`src/rtl/acbm_pkg.sv`:
```
// Shared types, constants and cost helpers for the alignment cost block.
// No dependencies; imported by the cell, the top level and the checker.
`timescale 1ns / 1ps

package acbm_pkg;

   localparam int MAX_QUERY_LEN = 128;
   localparam int COST_W        = 16;
   localparam int LEN_W         = $clog2(MAX_QUERY_LEN + 1);
   localparam int IDX_W         = (MAX_QUERY_LEN > 1) ? $clog2(MAX_QUERY_LEN) : 1;
   localparam int ENTRY_W       = 10;
   localparam int CFG_W         = 4;

   localparam logic [ENTRY_W-1:0] ENTRY_MAX = {ENTRY_W{1'b1}};
   localparam logic [COST_W-1:0]  COST_MAX  = {COST_W{1'b1}};

   // csr register indexes
   localparam logic REG_GAP_COST      = 1'b0;
   localparam logic REG_MISMATCH_COST = 1'b1;

   // request op codes
   localparam logic OP_QUERY    = 1'b0;
   localparam logic OP_DATABASE = 1'b1;

   typedef logic [COST_W-1:0] cost_type;
   typedef logic [LEN_W-1:0]  len_type;
   typedef logic [CFG_W-1:0]  cfg_type;

   typedef struct packed {
      logic       op;
      logic [7:0] symbol;
      logic       last;
   } req_type;

   typedef struct packed {
      logic [15:0]        entry_cost;
      logic [ENTRY_W-1:0] entry_index;
      logic [15:0]        min_cost;
      logic [ENTRY_W-1:0] best_index;
      logic               query_overflow;
   } rsp_type;

   // word moving down the cell chain, one database symbol of the wavefront
   typedef struct packed {
      logic       first;     // first symbol of an entry: row starts from init
      logic       last;
      logic [7:0] symbol;
      cost_type   left_old;  // previous row value of the left neighbor
      cost_type   left_new;  // updated row value of the left neighbor
      len_type    remain;    // cells left until the query end
      cost_type   result;    // row value at the query end, once reached
   } token_type;

   function automatic cost_type sat_add(cost_type a, cfg_type b);
      logic [COST_W:0] s;
      s = {1'b0, a} + (COST_W + 1)'(b);
      return s[COST_W] ? COST_MAX : s[COST_W-1:0];
   endfunction

   function automatic cost_type min2(cost_type a, cost_type b);
      return (a < b) ? a : b;
   endfunction

   function automatic logic [15:0] clamp16(cost_type v);
      if (COST_W > 16 && v > cost_type'(17'h0FFFF)) begin
         return 16'hFFFF;
      end
      return 16'(v);
   endfunction

endpackage

```
`src/rtl/acbm_cell.sv`:
```
// One cell of the alignment row: holds one query symbol and one row cost.
// Depends on acbm_pkg for the token type and saturating cost helpers.
`timescale 1ns / 1ps

module acbm_cell
   import acbm_pkg::*;
(
   input  logic       clock,
   input  logic       reset,
   input  logic       enable,
   input  cfg_type    gap_cost,
   input  cfg_type    mismatch_cost,
   input  logic       q_we,
   input  logic [7:0] q_symbol,
   input  logic       in_valid,
   input  token_type  in_tok,
   output logic       out_valid,
   output token_type  out_tok
);

   logic [7:0] sym_ff;
   cost_type   row_ff;
   logic       valid_ff;
   token_type  tok_ff;
   token_type  tok_in;

   cost_type   old_cost;
   cost_type   diag_cost;
   cost_type   up_cost;
   cost_type   left_cost;
   cost_type   new_cost;

   always_comb begin
      old_cost  = in_tok.first ? sat_add(in_tok.left_old, gap_cost) : row_ff;
      diag_cost = sat_add(in_tok.left_old,
                          (in_tok.symbol != sym_ff) ? mismatch_cost : '0);
      up_cost   = sat_add(old_cost, gap_cost);
      left_cost = sat_add(in_tok.left_new, gap_cost);
      new_cost  = min2(min2(diag_cost, up_cost), left_cost);

      tok_in          = in_tok;
      tok_in.left_old = old_cost;
      tok_in.left_new = new_cost;
      tok_in.remain   = (in_tok.remain != '0) ? in_tok.remain - len_type'(1) : '0;
      // capture the row value once the word reaches the query end
      tok_in.result   = (in_tok.remain == len_type'(1)) ? new_cost : in_tok.result;
   end

   always_ff @(posedge clock) begin
      if (reset) begin
         valid_ff <= 1'b0;
      end else if (enable) begin
         valid_ff <= in_valid;
      end
   end

   always_ff @(posedge clock) begin
      if (enable) begin
         tok_ff <= tok_in;
         if (in_valid) begin
            row_ff <= new_cost;
         end
      end
      if (q_we) begin
         sym_ff <= q_symbol;
      end
   end

   assign out_valid = valid_ff;
   assign out_tok   = tok_ff;

endmodule

```
`config.mk`:
```
export PLATFORM = sky130hd
export DESIGN_NAME = acbm_cell
export DESIGN_NICKNAME = d
export VERILOG_FILES = /design/src/rtl/acbm_pkg.sv /design/src/rtl/acbm_cell.sv
export SDC_FILE = /design/constraint.sdc
export NUM_CORES = 1
export LEC_CHECK = 0
export BUFFER_PORTS_ARGS = -buffer_cell sky130_fd_sc_hd__buf_4
export CORE_MARGIN = 2
export CORE_UTILIZATION = 50
export CTS_CLUSTER_SIZE = 30
export DETAILED_ROUTE_END_ITERATION = 12
export PLACE_DENSITY = 0.78
export SLEW_MARGIN = 20
export SYNTH_ARGS = -nofsm -noshare
export SYNTH_HDL_FRONTEND = slang
export SYNTH_SLANG_ARGS = --single-unit
```
`constraint.sdc`:
```
create_clock -name clock -period 7 [get_ports clock]
set_input_delay 0.35 -clock clock [delete_from_list [all_inputs] [get_ports clock]]
set_output_delay 0.35 -clock clock [all_outputs]
set_load 0.01 [all_outputs]
```
# Word-level counts from Yosys, hierarchy flattened
# Index checks and enable logic that the tools add are counted.
# word_totals
regBits	91
input_bits	87
output_inout_bits	67
word_cells	30
# classes
add_sub_neg	5
n_lt_le_gt_ge	2
eq_ne	2
n_mux	9
reduce_logical	2
# ops
operator	n
16-bit 2-to-1 mux	8
16-bit by 4-bit adder with 17-bit output	4
16-bit less-than comparator	2
8-bit by 1-bit equality test with 1-bit output (second input constant)	1
8-bit inequality test	1
8-bit nonzero test	1
8-bit by 1-bit subtractor with 8-bit output (second input constant)	1
4-bit 2-to-1 mux	1
2-bit AND reduction	1

# Longest topological paths before layout
# Gate-level depths: netlist (run 1).
# logic_depth
depth_word	10
mapped_depth	39
depth_no_buf	37

# Least setup slack after synthesis (run 1)
# Ideal clock, no wire load.
# synth_path
kind	input -> register
from	input gap_cost[0]
to	register tok_ff, in the netlist out_tok[5], data pin
setup_time_ns	0.255
arrival_time_ns	7.384
t_required_ns	6.745
slack_ns	-0.639
path_stages	33
n_path_buf	2
cell_sequence	ha_1 > fa_1 > a211oi_2 > nor2_1 > a21oi_1 > a21oi_1 > ha_1 > nor2b_1 > o21ai_0 > nand2b_1 > nand3_1 > nor3_4 > nand3_2 > nor2_1 > clkbuf_1 > nor2b_1 > ha_1 > a21o_1 > a21oi_1 > nor2b_1 > o21ai_0 > a21oi_1 > nand4b_1 > o31a_1 > buf_2 > o22a_1 > ha_1 > a211o_1 > or3_1 > a211oi_2 > a311oi_4 > or3_1 > a31o_1
# synth_rtl
item	line_no	rtl
from (decl)	acbm_cell.sv:11	input cfg_type gap_cost,
to (signal assigned)	acbm_cell.sv:59	tok_ff <= tok_in;
to (decl)	acbm_cell.sv:24	token_type tok_ff;

==> results of run 1 <==
where the power goes:
group	switching [mW]	internal, mW
logic	0.500	0.458
registers	0.0257	0.684
clock network	0.228	0.281
total	0.754	1.42
worst reg2reg max path: cells and delay by family (launching register included):
family	cells	cell delay (ps)
buffers and inverters	1	150
XOR/XNOR	2	350
adder cells (fa/ha/maj)	4	1030
AND/OR/NAND/NOR	10	2440
AO/OA/AOI/OAI	11	2430
flip-flops	1	380
sequential cells by signal, indices dropped and copies added (netlist names):
| signal | cells |
|---|---|
| out_tok | 66 |
| out_valid | 1 |
| row_ff | 16 |
| sym_ff | 8 |
cells by family (layout without fill, tap and decap cells):
kind of cell | count (synthesis) | in the layout | synth area share (%)
flops | 91 | 91 | 41.1
xor+xnor | 45 | 45 | 5.95
mux | 14 | 14 | 2.19
fa+ha+maj | 52 | 52 | 10.3
simple gates | 254 | 254 | 20.5
compound gates | 156 | 159 | 17.3
buf+inv | 41 | 329 | 2.72
area by class of cell:
class                   count  share of cell area, %
clock inverters             6                  0.704
clock buffers              10                   2.30
repair buffers            292                   22.6
well taps                 176                   2.21
flip-flops and latches     91                   27.4
multi-input cells         524                   44.0
inverters                  21                  0.792
synthesized netlist by cell type, types with 8 or more instances:
cell | instances | area share, %
sky130_fd_sc_hd__o211ai_1 | 10 | 1.1
sky130_fd_sc_hd__inv_1 | 21 | 1.2
sky130_fd_sc_hd__nand3_1 | 11 | 0.83
sky130_fd_sc_hd__o21ai_0 | 21 | 1.6
sky130_fd_sc_hd__ha_1 | 48 | 9.1
sky130_fd_sc_hd__a21oi_1 | 35 | 2.6
sky130_fd_sc_hd__clkbuf_1 | 8 | 0.45
sky130_fd_sc_hd__xnor2_1 | 21 | 2.8
sky130_fd_sc_hd__nand2_1 | 53 | 3.0
sky130_fd_sc_hd__a21o_1 | 16 | 1.8
sky130_fd_sc_hd__nand4_1 | 19 | 1.8
sky130_fd_sc_hd__nor2b_1 | 15 | 1.4
sky130_fd_sc_hd__and2_1 | 13 | 1.2
sky130_fd_sc_hd__o22a_1 | 11 | 1.5
sky130_fd_sc_hd__xor2_1 | 24 | 3.2
sky130_fd_sc_hd__nand2b_1 | 8 | 0.76
sky130_fd_sc_hd__mux2i_1 | 10 | 1.5
sky130_fd_sc_hd__nor2_1 | 68 | 3.9
sky130_fd_sc_hd__edfxtp_1 | 90 | 41
sky130_fd_sc_hd__nor3_1 | 23 | 1.7
layer usage:
layer  track usage, %  part of all wire (%)
met5                0                     0
met4             11.2                   2.9
met3             5.03                   7.6
met2             49.9                    49
met1             39.1                    40
stage by stage:
step | cells | utilization [%]
after floorplan | 653 | -
after global routing | 1120 | 76.0
final | 1120 | 76.0
after detailed placement | 1070 | 67.2
after global placement | 1070 | 67.2
after CTS | 1099 | 70.9
worst paths after layout:
kind                 to  slack, ps  cells past startpoint
max          out_tok[5]        -70                     32
min           out_valid        140                      2
max reg2reg  out_tok[5]        -20                     28
min reg2reg   out_valid        510                      2
repair_timing:
action                                 4_1_cts  5_1_grt
endpoints found under the hold margin        0        0
setup endpoints to repair                   43       48
setup buffers                               11       21
gates resized for setup                     16      110
gates cloned                                 2        1
pin swaps                                   17       76
==> summary.md, run 1 <==
| Metric | Value |
|---|---|
| Post-detailed-route DRC marker count | `0` |
| Count of buffer and inverter cells on the critical path | `3` |
| Clk sinks | `91` |
| LEAKAGE | `4.21 nW` |
| CTS HTree Levels | `3` |
| Failing checks | `negative setup slack` |
| Core area | `13100 um2` |
| Initial antenna violation count | `0` |
| Period utilisation layout | `101%` |
| Synth Register Bits | `91` |
| Worst Tran Pin Value | `1000 ps` |
| Fraction of final layout cells with drive strength greater than 1 | `45.7%` |
| Sequential cell area | `2720 um2` |
| Number of top-level pins | `154` |
| Weighted congestion at the end of routability-driven global placement | `0.890` |
| Total Routing Usage GR | `29.9%` |
| CP required | `7110 ps` |
| Number of pins exceeding their max-slew limit in the final report | `0` |
| Startpoint of the worst register-to-register path | `sym_ff[3]` |
| Largest fanout of any net on the critical path | `7` |
| Critical-path cell with the highest stage delay | `sky130_fd_sc_hd__or3_4` |
| TritonCTS clock tree | `built` |
| Sum of overflow across all layers after global routing | `0` |
| Post-Syn Nets | `792` |
| Layout Cell Area excl Fill | `9950 um2` |
| Outcome | `finished with violations` |
| Cell area reported after detailed placement | `8790 um2` |
| Vias in the first global route | `6431` |
| Clock tree buffer depth | `2` |
| Post-cts hold buffer count | `0` |
| Largest net degree at the start of global routing | `69` |
| Number of flops mapped to enable cells by yosys | `90` |
| Worst clock skew | `11.3 ps` |
| Number of buffers created by CTS | `9` |
| Root buffer selected by CTS | `sky130_fd_sc_hd__clkbuf_16` |
| Pwr dens | `219 nW/um2` |
| Unrepaired setup endpoints after global routing | `yes` |
| Total count of hold-check failures in the final report | `0` |
| Area taken by multi-input logic gates | `4380 um2` |
| Crit path launch type | `input pin` |
| Most used cells in the layout excluding fill and tap cells | `sky130_fd_sc_hd__buf_4, sky130_fd_sc_hd__edfxtp_1, sky130_fd_sc_hd__nor2_1` |
| Drt wl/cell | `20.2 um` |
| Number of different library cells in the post-synthesis netlist | `77` |
| Total number of placement rows | `42` |
| Worst setup slack after layout | `-66.7 ps` |
| Most common cell after layout, fill and taps aside | `sky130_fd_sc_hd__buf_4` |
| Place WS | `-499 ps` |
| Minimum clock period after layout | `7070 ps` |
| Cell type group with the largest total delay on the critical path | `compound AO/OA/AOI/OAI gates` |
| Clock network latency to the later pin of the worst-skew pair | `360 ps` |
| Worst endpoint data arrival time | `7180 ps` |
| Launch instance of the worst min-delay path | `reset` |
| Vias | `6679` |
| DIE HEIGHT | `119 um` |
| Setup Crit Path Kind | `in2reg` |
| Share of flip-flops with an asynchronous set or reset after synthesis | `0%` |
| Average via count per standard cell | `5.96` |
| Overall Power | `2.18 mW` |
| Worst IR drop on VDD | `0.245 mV` |
| FILL cells | `890` |
| Startpoint of the worst setup timing path | `gap_cost[0]` |
| Maximum clock frequency | `0.142 GHz` |
| # Max-Cap Violations | `0` |
| Wire length of the first global-routing pass | `32900 um` |
| Floorplan die area | `14200 um2` |
| Diodes inserted | `0` |
| Relative slew slack | `33.1%` |
| Worst path most repeated cell | `sky130_fd_sc_hd__a21oi_2` |
| Sequential fraction of the synthesis area | `41.1%` |
| Worst-path clk slew | `70 ps` |
| Final-layout setup total negative slack | `-375 ps` |
| Total of buffers placed on input and output ports | `153` |
| Warning count from the yosys run | `0` |
| Number of setup violations in the final report | `12` |
| Half-perimeter wire length after placement | `16200 um` |
| Number of violations reported at the end of detailed-routing iteration 0 | `579` |
| Initial cell density of the core | `50.7%` |
| Final #Nets | `1078` |
| Worst Setup End Kind | `flip-flop` |
| Area growth from synthesis to final layout | `50.1%` |
| Total iterations of the first detailed-routing run | `6` |
| Hold crit path type | `in2reg` |
| Cell area after synthesis | `6630 um2` |
| Final Hold Slack | `137 ps` |
| Largest incremental delay on the critical path | `470 ps` |
| Wire length after detailed routing | `22600 um` |
| Flip-flop cell with the highest count after synthesis | `sky130_fd_sc_hd__edfxtp_1` |
| Remaining antenna violation count after routing | `0` |
| Horizontal die dimension | `119 um` |
| Post-Syn Area per Cell | `10.1 um2` |
| Post-synthesis cell count | `653` |
No activity file was read; power rests on OpenSTA's default activity.
==> inputs of run 2 (changes only) <==
- SETUP_SLACK_MARGIN: default -> 0.02
==> run 2 against run 1 <==
Wire length rose by 0.11%; clock power barely moved; sequential power barely moved; cell count barely moved; largest power group unchanged; the run still ends with negative setup slack left; clock skew barely moved; register-to-register slack got worse by 80 ps.
==> summary.md, run 2 (same netlist as run 1, synthesis figures left out) <==
| Metric | Value |
|---|---|
| Outcome | `finished with violations (unchanged)` |
| Failing checks | `negative setup slack (unchanged)` |
| Initial cell density of the core | `50.7% (unchanged)` |
| Most used cells in the layout excluding fill and tap cells | `sky130_fd_sc_hd__buf_4, sky130_fd_sc_hd__edfxtp_1, sky130_fd_sc_hd__nor2_1 (unchanged)` |
| Hold crit path type | `in2reg (unchanged)` |
| Maximum clock frequency | `0.140 GHz (was 0.142 GHz)` |
| Post-cts hold buffer count | `0 (unchanged)` |
| Area growth from synthesis to final layout | `49.5% (was 50.1%)` |
| Vias | `6623 (was 6679)` |
| Weighted congestion at the end of routability-driven global placement | `0.890 (unchanged)` |
| Diodes inserted | `0 (unchanged)` |
| Unrepaired setup endpoints after global routing | `yes (unchanged)` |
| Worst setup slack after layout | `-157 ps (was -66.7 ps)` |
| Largest incremental delay on the critical path | `390 ps (was 470 ps)` |
| CTS HTree Levels | `3 (unchanged)` |
| Initial antenna violation count | `0 (unchanged)` |
| Sum of overflow across all layers after global routing | `0 (unchanged)` |
| Period utilisation layout | `102% (was 101%)` |
| Number of violations reported at the end of detailed-routing iteration 0 | `534 (was 579)` |
| Layout Cell Area excl Fill | `9910 um2 (was 9950 um2)` |
| Total number of placement rows | `42 (unchanged)` |
| Grt met2 use | `49.9% (unchanged)` |
| CP required | `7110 ps (about the same)` |
| Remaining antenna violation count after routing | `0 (unchanged)` |
| Routing usage on met3 | `5.03% (unchanged)` |
| Average via count per standard cell | `5.91 (was 5.96)` |
| Busiest layer in global routing | `met2 (unchanged)` |
| Worst Tran Pin Value | `987 ps (was 1000 ps)` |
| Worst endpoint data arrival time | `7260 ps (was 7180 ps)` |
| Minimum clock period after layout | `7160 ps (was 7070 ps)` |
| Worst IR drop on VDD | `0.136 mV (was 0.245 mV)` |
| Core area | `13100 um2 (unchanged)` |
| Pwr dens | `218 nW/um2 (was 219 nW/um2)` |
| # Max-Cap Violations | `0 (unchanged)` |
| Largest fanout of any net on the critical path | `7 (unchanged)` |
| Final-layout setup total negative slack | `-1550 ps (was -375 ps)` |
| Wire length after detailed routing | `22600 um (about the same)` |
| Worst Setup End Kind | `flip-flop (unchanged)` |
| Cell area reported after detailed placement | `8790 um2 (unchanged)` |
| Relative slew slack | `34.0% (was 33.1%)` |
| LEAKAGE | `4.19 nW (was 4.21 nW)` |
| Horizontal die dimension | `119 um (unchanged)` |
| Crit path launch type | `input pin (unchanged)` |
| Total iterations of the first detailed-routing run | `5 (was 6)` |
| Number of buffers created by CTS | `9 (unchanged)` |
| Critical-path cell with the highest stage delay | `sky130_fd_sc_hd__or3_4 (unchanged)` |
| Count of buffer and inverter cells on the critical path | `4 (was 3)` |
| Total Routing Usage GR | `29.9% (unchanged)` |
| Vias in the first global route | `6429 (was 6431)` |
| Wire length of the first global-routing pass | `32900 um (unchanged)` |
| Utilization of the core after routing | `75.7% (was 76.0%)` |
| Number of top-level pins | `154 (unchanged)` |
| Number of setup violations in the final report | `27 (was 12)` |
| Fraction of final layout cells with drive strength greater than 1 | `45.1% (was 45.7%)` |
| Clock network latency to the later pin of the worst-skew pair | `360 ps (about the same)` |
| Overall Power | `2.16 mW (was 2.18 mW)` |
| Floorplan die area | `14200 um2 (unchanged)` |
| Cell type group with the largest total delay on the critical path | `compound AO/OA/AOI/OAI gates (unchanged)` |
| Global routing usage on met1 | `39.1% (unchanged)` |
| Setup Crit Path Kind | `in2reg (unchanged)` |
| Clk sinks | `91 (unchanged)` |
| Number of flip-flops in the largest register | `66 (unchanged)` |
| DIE HEIGHT | `119 um (unchanged)` |
| FILL cells | `900 (was 890)` |
| Drt wl/cell | `20.2 um (about the same)` |
| Largest net degree at the start of global routing | `69 (unchanged)` |
| Clock tree buffer depth | `2 (unchanged)` |
| Number of pins exceeding their max-slew limit in the final report | `0 (unchanged)` |
| Worst path most repeated cell | `sky130_fd_sc_hd__a21oi_2 (unchanged)` |
| TritonCTS clock tree | `built (unchanged)` |
| Total count of hold-check failures in the final report | `0 (unchanged)` |
| Worst-path clk slew | `70 ps (about the same)` |
| Final #Nets | `1079 (was 1078)` |
| Most common cell after layout, fill and taps aside | `sky130_fd_sc_hd__buf_4 (unchanged)` |
| Half-perimeter wire length after placement | `16200 um (unchanged)` |
| Worst clock skew | `11.0 ps (was 11.3 ps)` |
| Root buffer selected by CTS | `sky130_fd_sc_hd__clkbuf_16 (unchanged)` |
| Post-detailed-route DRC marker count | `0 (unchanged)` |
| Total of buffers placed on input and output ports | `153 (unchanged)` |
[run 2: changes by cell type in the layout (fill, tap and decap cells not counted), sizes merged]
cell  before  now
buf      292  293
[run 2: final timing paths]
check                    from    endpoint  slack (ps)  depth (start not counted)
setup / recovery  gap_cost[0]  out_tok[5]        -160                         37
hold / removal          reset   out_valid         140                          2
setup reg to reg    sym_ff[3]  out_tok[5]        -100                         33
hold reg to reg     out_valid   out_valid         510                          2
[run 2: where the power goes]
| part | internal, mW | switching (mW) |
|---|---|---|
| registers | 0.684 | 0.0253 |
| clock network | 0.281 | 0.227 |
| logic | 0.447 | 0.492 |
| total | 1.41 | 0.744 |
[run 2: area by class of cell]
type	instances	area, um2	area share [%]
clock buffer	10	229	2.31
clock inverter	6	70.1	0.707
inverter	21	78.8	0.796
multi-input combinational	524	4330	43.7
sequential	91	2720	27.5
tap	176	220	2.22
timing repair buffer	293	2250	22.7
[run 2: per-layer routing]
metal,part of all wire (%),vias up
met5,0,-
met4,3.0,0
met3,6.3,57
met2,50,284
met1,41,3236
li1,-,3046
[run 2: repair_timing]
action / in CTS / in global routing
pin swaps: 18 / 69
resized for setup: 18 / 100
setup endpoints to repair: 44 / 48
buffers inserted: 11 / 23
gates cloned: 2 / 1
[run 2: worst register-to-register path, delay by kind of cell (launching register included)]
kind | cells | cell delay [ps]
AO/OA/AOI/OAI | 14 | 2670
XOR/XNOR | 2 | 350
adder cells (fa/ha/maj) | 4 | 950
buffers and inverters | 2 | 440
flip-flops | 1 | 380
AND/OR/NAND/NOR | 11 | 2090
[run 2: through the flow]
step / setup WS [ps] / hold slack [ps] / cells
after floorplan: -61.9 / 422 / 653
after global placement: -368 / 472 / 1070
after detailed placement: -499 / 492 / 1070
after CTS: 16.3 / 136 / 1099
after global routing: -407 / 141 / 1121
final: -157 / 142 / 1121
==> inputs of run 3 (changes only) <==
- CORE_ASPECT_RATIO: default -> 1.5
==> run 3 against run 2 <==
The run still ends with negative setup slack left; worst setup slack better by 39 ps; clock power down 0.8%; via count down 0.35%; die area up 0.14%; maximum frequency up 0.55%; core utilization down 0.46 points; critical path type unchanged.
==> summary.md, run 3 (same netlist as run 1, synthesis figures left out) <==
| Metric | Value |
|---|---|
| Minimum clock period after layout | `7120 ps (was 7160 ps)` |
| LEAKAGE | `4.14 nW (was 4.19 nW)` |
| Post-detailed-route DRC marker count | `0 (unchanged)` |
| Hold crit path type | `in2reg (unchanged)` |
| CP required | `7060 ps (was 7110 ps)` |
| Post-Layout Cell Count | `1101 (was 1121)` |
| Diodes inserted | `0 (unchanged)` |
| Initial antenna violation count | `0 (unchanged)` |
| Wire length of the first global-routing pass | `34300 um (was 32900 um)` |
| Number of flip-flops in the largest register | `66 (unchanged)` |
| Worst Hold Path EP | `out_valid (unchanged)` |
| Area growth from synthesis to final layout | `47.1% (was 49.5%)` |
| Unrepaired setup endpoints after global routing | `yes (unchanged)` |
| Crit path launch type | `input pin (unchanged)` |
| Startpoint of the worst register-to-register path | `sym_ff[7] (was sym_ff[3])` |
| CTS HTree Levels | `3 (unchanged)` |
| Total iterations of the first detailed-routing run | `5 (unchanged)` |
| Final #Nets | `1076 (was 1079)` |
| Horizontal die dimension | `98.0 um (was 119 um)` |
| Vias | `6600 (was 6623)` |
| Outcome | `finished with violations (unchanged)` |
| Largest net degree at the start of global routing | `36 (was 69)` |
| Cell type group with the largest total delay on the critical path | `compound AO/OA/AOI/OAI gates (unchanged)` |
| Total number of placement rows | `51 (was 42)` |
| Worst-path clk slew | `80 ps (was 70 ps)` |
| # Max-Cap Violations | `0 (unchanged)` |
| Number of buffers created by CTS | `9 (unchanged)` |
| Worst IR drop on VDD | `0.193 mV (was 0.136 mV)` |
| Launch instance of the worst min-delay path | `reset (unchanged)` |
| TritonCTS clock tree | `built (unchanged)` |
| DIE HEIGHT | `145 um (was 119 um)` |
| Worst path most repeated cell | `sky130_fd_sc_hd__buf_4 (was sky130_fd_sc_hd__a21oi_2)` |
| Number of setup violations in the final report | `18 (was 27)` |
| Largest incremental delay on the critical path | `410 ps (was 390 ps)` |
| Most common cell after layout, fill and taps aside | `sky130_fd_sc_hd__buf_4 (unchanged)` |
| Worst Setup End Kind | `flip-flop (unchanged)` |
| Critical-path cell with the highest stage delay | `sky130_fd_sc_hd__o31a_1 (was sky130_fd_sc_hd__or3_4)` |
| Dpl cells | `1049 (was 1070)` |
| Worst setup slack after layout | `-118 ps (was -157 ps)` |
| Remaining antenna violation count after routing | `0 (unchanged)` |
| Relative slew slack | `31.0% (was 34.0%)` |
| Sum of overflow across all layers after global routing | `0 (unchanged)` |
| Worst hold path cell count | `2 (unchanged)` |
| Count of buffer and inverter cells on the critical path | `6 (was 4)` |
| Clk sinks | `91 (unchanged)` |
| Floorplan die area | `14200 um2 (about the same)` |
| Clock network latency to the later pin of the worst-skew pair | `360 ps (about the same)` |
| Cell count of the worst reg-to-reg path | `30 (was 33)` |
| Core area | `13000 um2 (was 13100 um2)` |
| Total of buffers placed on input and output ports | `153 (unchanged)` |
| Drt wl/cell | `21.3 um (was 20.2 um)` |
| Average via count per standard cell | `5.99 (was 5.91)` |
| Most used cells in the layout excluding fill and tap cells | `sky130_fd_sc_hd__buf_4, sky130_fd_sc_hd__edfxtp_1, sky130_fd_sc_hd__nor2_1 (unchanged)` |
| Clock tree buffer depth | `2 (unchanged)` |
| Failing checks | `negative setup slack (unchanged)` |
| Total Routing Usage GR | `30.8% (was 29.9%)` |
| Worst Tran Pin Value | `1030 ps (was 987 ps)` |
| Worst clock skew | `12.0 ps (was 11.0 ps)` |
| Weighted congestion at the end of routability-driven global placement | `0.958 (was 0.890)` |
| Period utilisation layout | `102% (about the same)` |
| Root buffer selected by CTS | `sky130_fd_sc_hd__clkbuf_16 (unchanged)` |
| Final Hold Slack | `149 ps (was 142 ps)` |
| Reg-to-reg critical path endpoint | `out_tok[13] (was out_tok[5])` |
| Number of violations reported at the end of detailed-routing iteration 0 | `392 (was 534)` |
| Worst endpoint data arrival time | `7180 ps (was 7260 ps)` |
| Total count of hold-check failures in the final report | `0 (unchanged)` |
| Post-cts hold buffer count | `0 (unchanged)` |
| Vias in the first global route | `6717 (was 6429)` |
| Setup Crit Path Kind | `in2reg (unchanged)` |
| Fraction of final layout cells with drive strength greater than 1 | `43.8% (was 45.1%)` |
| Flop-to-flop setup slack | `30 ps (was -100 ps)` |
| Pwr dens | `218 nW/um2 (about the same)` |
| Maximum clock frequency | `0.140 GHz (about the same)` |
| Initial cell density of the core | `51.2% (was 50.7%)` |
| Number of top-level pins | `154 (unchanged)` |
| Wire length after detailed routing | `23400 um (was 22600 um)` |
| Number of pins exceeding their max-slew limit in the final report | `0 (unchanged)` |
| Largest fanout of any net on the critical path | `5 (was 7)` |
| Half-perimeter wire length after placement | `17600 um (was 16200 um)` |
==> run 3: changes by cell type in the layout (fill, tap and decap cells not counted), moves of 3 or more <==
cell / previous run / this run
sky130_fd_sc_hd__a21oi_1: 22 / 26
sky130_fd_sc_hd__a21oi_2: 15 / 10
sky130_fd_sc_hd__ha_4: 7 / 4
sky130_fd_sc_hd__nor3_4: 7 / 4
sky130_fd_sc_hd__o21ai_1: 10 / 13
==> run 3: worst max-delay path by stage <==
| stage | startpoint | depth (start not counted) | end | slack [ps] |
|---|---|---|---|---|
| after floorplan | gap_cost[0] | 32 | out_tok[5] | -60 |
| after global placement | gap_cost[0] | 34 | out_tok[7] | -460 |
| after detailed placement | gap_cost[0] | 36 | out_tok[7] | -610 |
| after CTS | sym_ff[3] | 27 | out_tok[15] | 20 |
| after global routing | in_tok[40] | 40 | out_tok[5] | -280 |
| final | in_tok[40] | 36 | out_tok[13] | -120 |
==> run 3: worst reg2reg max path: cells and delay by family, from the launching register on <==
family / cells / cell delay, ps
AO/OA/AOI/OAI: 12 / 2240
AND/OR/NAND/NOR: 9 / 1920
adder cells (fa/ha/maj): 4 / 1160
buffers and inverters: 3 / 550
flip-flops: 1 / 410
XOR/XNOR: 2 / 400
==> run 3: area by class of cell <==
cell class | count | area (um2)
multi-input combinational | 523 | 4230
fill | 887 | 3210
sequential | 91 | 2720
timing repair buffer | 291 | 2210
clock buffer | 9 | 225
tap | 159 | 199
clock inverter | 7 | 81.3
inverter | 21 | 78.8
==> run 3: layer usage <==
metal	up-vias	GRT usage [%]	share of wire, %
met1	3187	33.0	35
li1	3037	-	-
met3	81	3.76	4.9
met2	295	58.0	55
met5	-	0	0
met4	0	15.4	5.3
==> run 3: what timing repair did <==
item                                   CTS  global route
buffers inserted                         4            30
pin swaps                                9            50
cloned                                   2             0
setup endpoints to repair               48            48
endpoints found under the hold margin    0             0
resized for setup                       11            90
==> run 3: through the flow <==
| step | power [mW] | area (um2) | setup TNS [ps] | setup WS (ps) | util [%] |
|---|---|---|---|---|---|
| floorplan | 1.10 | 6720 | -81.7 | -61.9 | - |
| global placement | 1.44 | 8730 | -17010 | -457 | 67.4 |
| detailed placement | 1.47 | 8730 | -23660 | -612 | 67.4 |
| CTS | 1.99 | 9140 | 0 | 23.3 | 70.6 |
| global route | 2.20 | 9750 | -9460 | -276 | 75.3 |
| finish | 2.13 | 9750 | -690 | -118 | 75.3 |
==> run 3: power by group <==
part           leakage (nW)  switching, mW  internal (mW)
logic                  3.12          0.476          0.434
clock network         0.150          0.249          0.255
registers             0.878         0.0280          0.684
total                  4.14          0.753           1.37
